==> config.mk <==
export PLATFORM = sky130hd
export DESIGN_NAME = fsb_ctrl
export DESIGN_NICKNAME = d
export VERILOG_FILES = /design/src/hdl/fsb_pkg.sv /design/src/hdl/fsb_ctrl.sv
export SDC_FILE = /design/constraint.sdc
export NUM_CORES = 1
export LEC_CHECK = 0
export BUFFER_PORTS_ARGS = -buffer_cell sky130_fd_sc_hd__buf_2
export CAP_MARGIN = 20
export CORE_AREA = 2 2 39 41
export CTS_BUF_LIST = sky130_fd_sc_hd__clkbuf_2 sky130_fd_sc_hd__clkbuf_4 sky130_fd_sc_hd__clkbuf_8
export DETAILED_ROUTE_END_ITERATION = 7
export DIE_AREA = 0 0 41 43
export PLACE_DENSITY_LB_ADDON = 0.05
export SLEW_MARGIN = 15
export SYNTH_ARGS = -nofsm -noshare
export SYNTH_HDL_FRONTEND = slang
export SYNTH_SLANG_ARGS = --single-unit
export TNS_END_PERCENT = 50
==> constraint.sdc <==
create_clock -name clk -period 1.3 [get_ports clk]
set_input_delay 0.26 -clock clk [delete_from_list [all_inputs] [get_ports clk]]
set_output_delay 0.26 -clock clk [all_outputs]
set_load 0.03 [all_outputs]
==> src/hdl/fsb_pkg.sv <==
// Shared types and codes for the frame store sprite blitter.
`timescale 1ns / 1ps

package fsb_pkg;

    typedef enum logic [1:0] {
        FUNC_START = 2'd0,
        FUNC_DATA  = 2'd1,
        FUNC_READ  = 2'd2,
        FUNC_NONE  = 2'd3
    } func_t;

    typedef enum logic [1:0] {
        OP_COPY   = 2'd0,
        OP_XOR    = 2'd1,
        OP_ANDNOT = 2'd2,
        OP_CLEAR  = 2'd3
    } raster_op_t;

    localparam logic RESULT_DONE = 1'b0;
    localparam logic RESULT_READ = 1'b1;

    typedef struct packed {
        logic clear_wr;
        logic start;
        logic data_rd;
        logic byte_rd;
        logic write;
        logic emit;
    } cmd_t;

    typedef struct packed {
        logic active;
        logic empty_start;
        logic last_byte;
        logic clear_last;
        logic out_free;
    } status_t;

endpackage

==> src/hdl/fsb_ctrl.sv <==
// Controller state machine: clearing pass, request decode and result hand-off.
`timescale 1ns / 1ps

module fsb_ctrl
    import fsb_pkg::*;
(
    input  logic       clk,
    input  logic       rst_n,
    input  logic       in_valid,
    input  logic [1:0] func,
    input  status_t    status,
    output logic       in_stall,
    output cmd_t       cmd
);

    typedef enum logic [1:0] {
        S_CLEAR,
        S_IDLE,
        S_WRITE,
        S_EMIT
    } state_t;

    state_t state_reg;
    state_t state_next;
    logic   accept;

    assign accept   = in_valid && (state_reg == S_IDLE);
    assign in_stall = (state_reg != S_IDLE);

    always_comb
    begin
        cmd          = '0;
        cmd.clear_wr = (state_reg == S_CLEAR);
        cmd.start    = accept && (func == FUNC_START);
        cmd.data_rd  = accept && (func == FUNC_DATA) && status.active;
        cmd.byte_rd  = accept && (func == FUNC_READ);
        cmd.write    = (state_reg == S_WRITE);
        cmd.emit     = (state_reg == S_EMIT) && status.out_free;
    end

    always_comb
    begin
        state_next = state_reg;
        unique case (state_reg)
            S_CLEAR:
            begin
                if (status.clear_last)
                begin
                    state_next = S_IDLE;
                end
            end
            S_IDLE:
            begin
                priority if (cmd.start && status.empty_start)
                begin
                    state_next = S_EMIT;
                end
                else if (cmd.data_rd)
                begin
                    state_next = S_WRITE;
                end
                else if (cmd.byte_rd)
                begin
                    state_next = S_EMIT;
                end
                else
                begin
                    state_next = S_IDLE;
                end
            end
            S_WRITE:
            begin
                state_next = status.last_byte ? S_EMIT : S_IDLE;
            end
            S_EMIT:
            begin
                if (status.out_free)
                begin
                    state_next = S_IDLE;
                end
            end
            default:
            begin
                state_next = S_IDLE;
            end
        endcase
    end

    always_ff @(posedge clk or negedge rst_n)
    begin
        if (!rst_n)
        begin
            state_reg <= S_CLEAR;
        end
        else
        begin
            state_reg <= state_next;
        end
    end

    a_data_then_write: assert property (@(posedge clk) disable iff (!rst_n)
        cmd.data_rd |=> state_reg == S_WRITE)
        else $error("data byte read not followed by its write cycle");

    a_no_accept_in_clear: assert property (@(posedge clk) disable iff (!rst_n)
        cmd.clear_wr |-> !(cmd.start || cmd.data_rd || cmd.byte_rd))
        else $error("request taken during the clearing pass");

endmodule

After elaboration in Yosys (flattened, before gate mapping)
Cells that the tools add are included.
{"block": "totals", "ff_bits": 2, "in_bits": 10, "output_inout_bits": 7, "word_cells": 26}
{"block": "op_classes", "n_eq_ne": 8, "n_mux": 7, "reduce_logical": 10}
{"operator": "$mux 2", "n": 6}
{"operator": "$pmux 2 s4", "n": 1}
{"operator": "$logic_and 1x1->1", "n": 7}
{"operator": "$eq 2x2->1 const B", "n": 3}
{"operator": "$eq 2x1->1 const B", "n": 2}
{"operator": "$logic_not 2->1", "n": 2}
{"operator": "$ne 2x2->1 const B", "n": 2}
{"operator": "$ne 2x1->1 const B", "n": 1}
{"operator": "$reduce_and 2->1", "n": 1}

Depth between registers and ports, before layout
{"block": "depth", "word_depth": 7, "mapped_depth": 6, "mapped_depth_nobuf": 6}

Least setup slack after synthesis
OpenSTA, ideal clock, no wires.
{"block": "synth_path", "path_kind": "register to output", "start": "register state_reg[1]", "end": "output port cmd[2] (netlist bit)", "arrival_ps": 1458, "slack_ps": -418, "path_stages_with_launch": 5, "n_path_buf": 0, "path_cell_list": "dfrtp_1 -> inv_1 -> ha_1 -> nand2_2 -> nor3b_1"}
{"element": "start, declared", "line_no": "fsb_ctrl.sv:23", "rtl": "state_t state_reg;"}
{"element": "start signal, assigned", "line_no": "fsb_ctrl.sv:97", "rtl": "state_reg <= state_next;"}
{"element": "end, declared", "line_no": "fsb_ctrl.sv:13", "rtl": "output cmd_t cmd"}

==> flow_summary.json <==
{
  "cts_num_sinks": 2,
  "clock_path_buffers": 2,
  "layout-drive-gt1-share": 0.640,
  "syn_area_per_cell_um2": 8.20,
  "num_vias": 256,
  "grt_pass1_wl_um": 993,
  "worst_pin_slew_ns": 0.190,
  "rows": 14,
  "critPathKind": "flip-flop to output pin",
  "fin_crit_ns": 1.48,
  "regArea_um2": 51.3,
  "max_freq_ghz": 0.675,
  "place_congestion": 0.595,
  "cts_max_level": 1,
  "fin_cells": 66,
  "hold_viol": 0,
  "hpwl_um": 502,
  "synth_nets": 41,
  "maxCapViolCount": 0,
  "cts_tree": "yes",
  "num_io_pins": 17,
  "syn_inst": 27,
  "stdcell_area_um2": 447,
  "cts.clk_slew.worst_paths_ns": 0.03,
  "cp-endpoint": "cmd[2]",
  "drt-initial-drc-count": 0,
  "nets": 66,
  "grt_pass1_vias": 272,
  "finalMaxSlewViolations": 0,
  "drt-pass1-iter-count": 1,
  "initial_core_util": 0.160,
  "core_um2": 1380,
  "startpoint_type": "flip-flop",
  "final.setup_skew_ns": 0.00115,
  "drc": 0,
  "reg2reg_depth": 6,
  "fin_crit_sh": 1.14,
  "rrSetupSlack_ns": -0.08,
  "leakage_nw": 0.220,
  "hold_class": "input port to async pin",
  "yosys.area.top_type": "dfrtp_1",
  "ant_nets": 0,
  "die_h_um": 43,
  "p_per_area_nw_per_um2": 1860,
  "setup_viol": 8,
  "totalWireLength_um": 619,
  "ir_worst_vdd_uv": 517,
  "r2r-start": "state_reg[1]",
  "synth_area_um2": 221,
  "track_usage": 0.0904,
  "antenna_found_initial": 0,
  "crit_fanout": 4,
  "grt_max_degree": 5,
  "worstPathArrival_ns": 1.22,
  "worstSetupStartpoint": "state_reg[1]",
  "status": "finished, violations left",
  "synth_flop_cell": "dfrtp_1",
  "placed_area_um2": 347,
  "yosys_warnings": 0,
  "multi_input_area_um2": 189,
  "routed_via_density": 3.88,
  "clkLatencyLatePin_ns": 0.23,
  "antenna_cells": 0,
  "area_growth_pct": 102,
  "synth_edf_count": 0,
  "die_x_um": 41,
  "ys_types": 16,
  "routedWlPerCell_um": 9.38,
  "rr_endpoint": "state_reg[0]",
  "slew_headroom": 0.873,
  "cts_root_buffer": "clkbuf_4",
  "cts_buffers": 3,
  "fin_ws_ns": -0.182,
  "n_fill_cell": 156,
  "rsz0062_at_grt": "yes",
  "worstPathRequired_ns": 1.04,
  "synth_top_area_share": 0.226,
  "dp_cells": 61,
  "ys_seq_area_frac": 0.226,
  "synth-async-reset-ratio": 1.00,
  "gr-total-overflow": 0,
  "synthTopCellsByArea": "dfrtp_1 (23%), ha_1 (23%), inv_1 (8.5%)",
  "synth_commonest_cells": "inv_1 (5), ha_1 (4), nand2_1 (3)",
  "largest_register_ffs": 2,
  "yosys_register_bits": 2,
  "dieArea_um2": 1760,
  "crit_path_end_kind": "output pin",
  "io_buffers": 16,
  "violations": "negative setup slack",
  "synth.most_common_cell": "inv_1"
}
critical path, cell delays in order, from the launching register on:
cell     delay (ns)
dfrtp_1        0.37
inv_2          0.08
ha_4           0.14
nand2_4        0.07
nor3b_2        0.15
buf_4          0.18
cell type report:
type / instances / share of cell area
clock buffer: 3 / 0.0504
inverter: 5 / 0.0420
sequential: 2 / 0.115
tap: 16 / 0.0448
multi-input combinational: 20 / 0.423
timing repair buffer: 20 / 0.325
stage by stage:
step | hold slack [ns] | setup WS, ns | TNS (ns) | total power, mW | util
5_1_grt | 0.364 | -0.248 | -1.39 | 0.906 | 0.323
2_1_floorplan | -0.0356 | -0.252 | -0.655 | 0.419 | -
6_report | 0.352 | -0.182 | -0.866 | 0.831 | 0.323
3_5_place_dp | 0.0485 | -0.118 | -0.311 | 0.558 | 0.250
3_3_place_gp | 0.0440 | -0.127 | -0.374 | 0.555 | 0.250
4_1_cts | 0.352 | -0.195 | -0.941 | 0.847 | 0.323
power by group:
group / switching (mW) / leakage (nW) / total, mW / internal [mW]
Sequential: 0.0277 / 0.0231 / 0.118 / 0.0905
Combinational: 0.300 / 0.183 / 0.570 / 0.270
Clock: 0.0399 / 0.0138 / 0.142 / 0.102
timing repair:
action                                 in CTS  in global routing
setup endpoints to repair                   9                  9
pin swaps                                   3                  0
hold buffers                                1                  0
buffers inserted                            1                  0
endpoints found under the hold margin       2                  0
resized for setup                          18                  0
worst min path at each step:
stage,to,slack [ns],depth (start not counted)
2_1_floorplan,state_reg[0],-0.04,0
3_3_place_gp,state_reg[0],0.04,1
3_5_place_dp,state_reg[1],0.05,1
4_1_cts,state_reg[0],0.35,2
5_1_grt,state_reg[0],0.36,2
6_report,state_reg[0],0.35,2
kinds of logic after synthesis:
family,Yosys count,synth area share
flops,2,0.226
mux,1,0.0508
compound gates,5,0.130
buf+inv,5,0.0848
simple gates,10,0.283
fa+ha+maj,4,0.226
metal layers:
metal,GRT usage,share of wire,routed length (um),vias up
met2,0.138,0.58,359,10
met5,0,0,0,-
li1,-,-,-,134
met4,0.100,0,0,0
met1,0.0804,0.35,218,112
met3,0.0314,0.066,41,0
layout by cell type, fill, tap and decap left out:
cell and n:
ha_4 1, o22ai_2 1, nand2_4 1, buf_2 9, nand2_1 3, dfrtp_2 1, inv_2 1, and2_1 1
o31ai_1 1, dfrtp_1 1, buf_4 6, mux2_2 1, nor2b_1 1, o21ai_0 2, clkbuf_4 3, buf_6 4
nor3_2 1, ha_2 1, nor3_4 1, inv_1 4, o21ai_1 1, nor3b_2 1, ha_1 2, dlygate4sd3_1 1
nor2_1 1
Note: power is estimated with default switching activity, not from simulation.
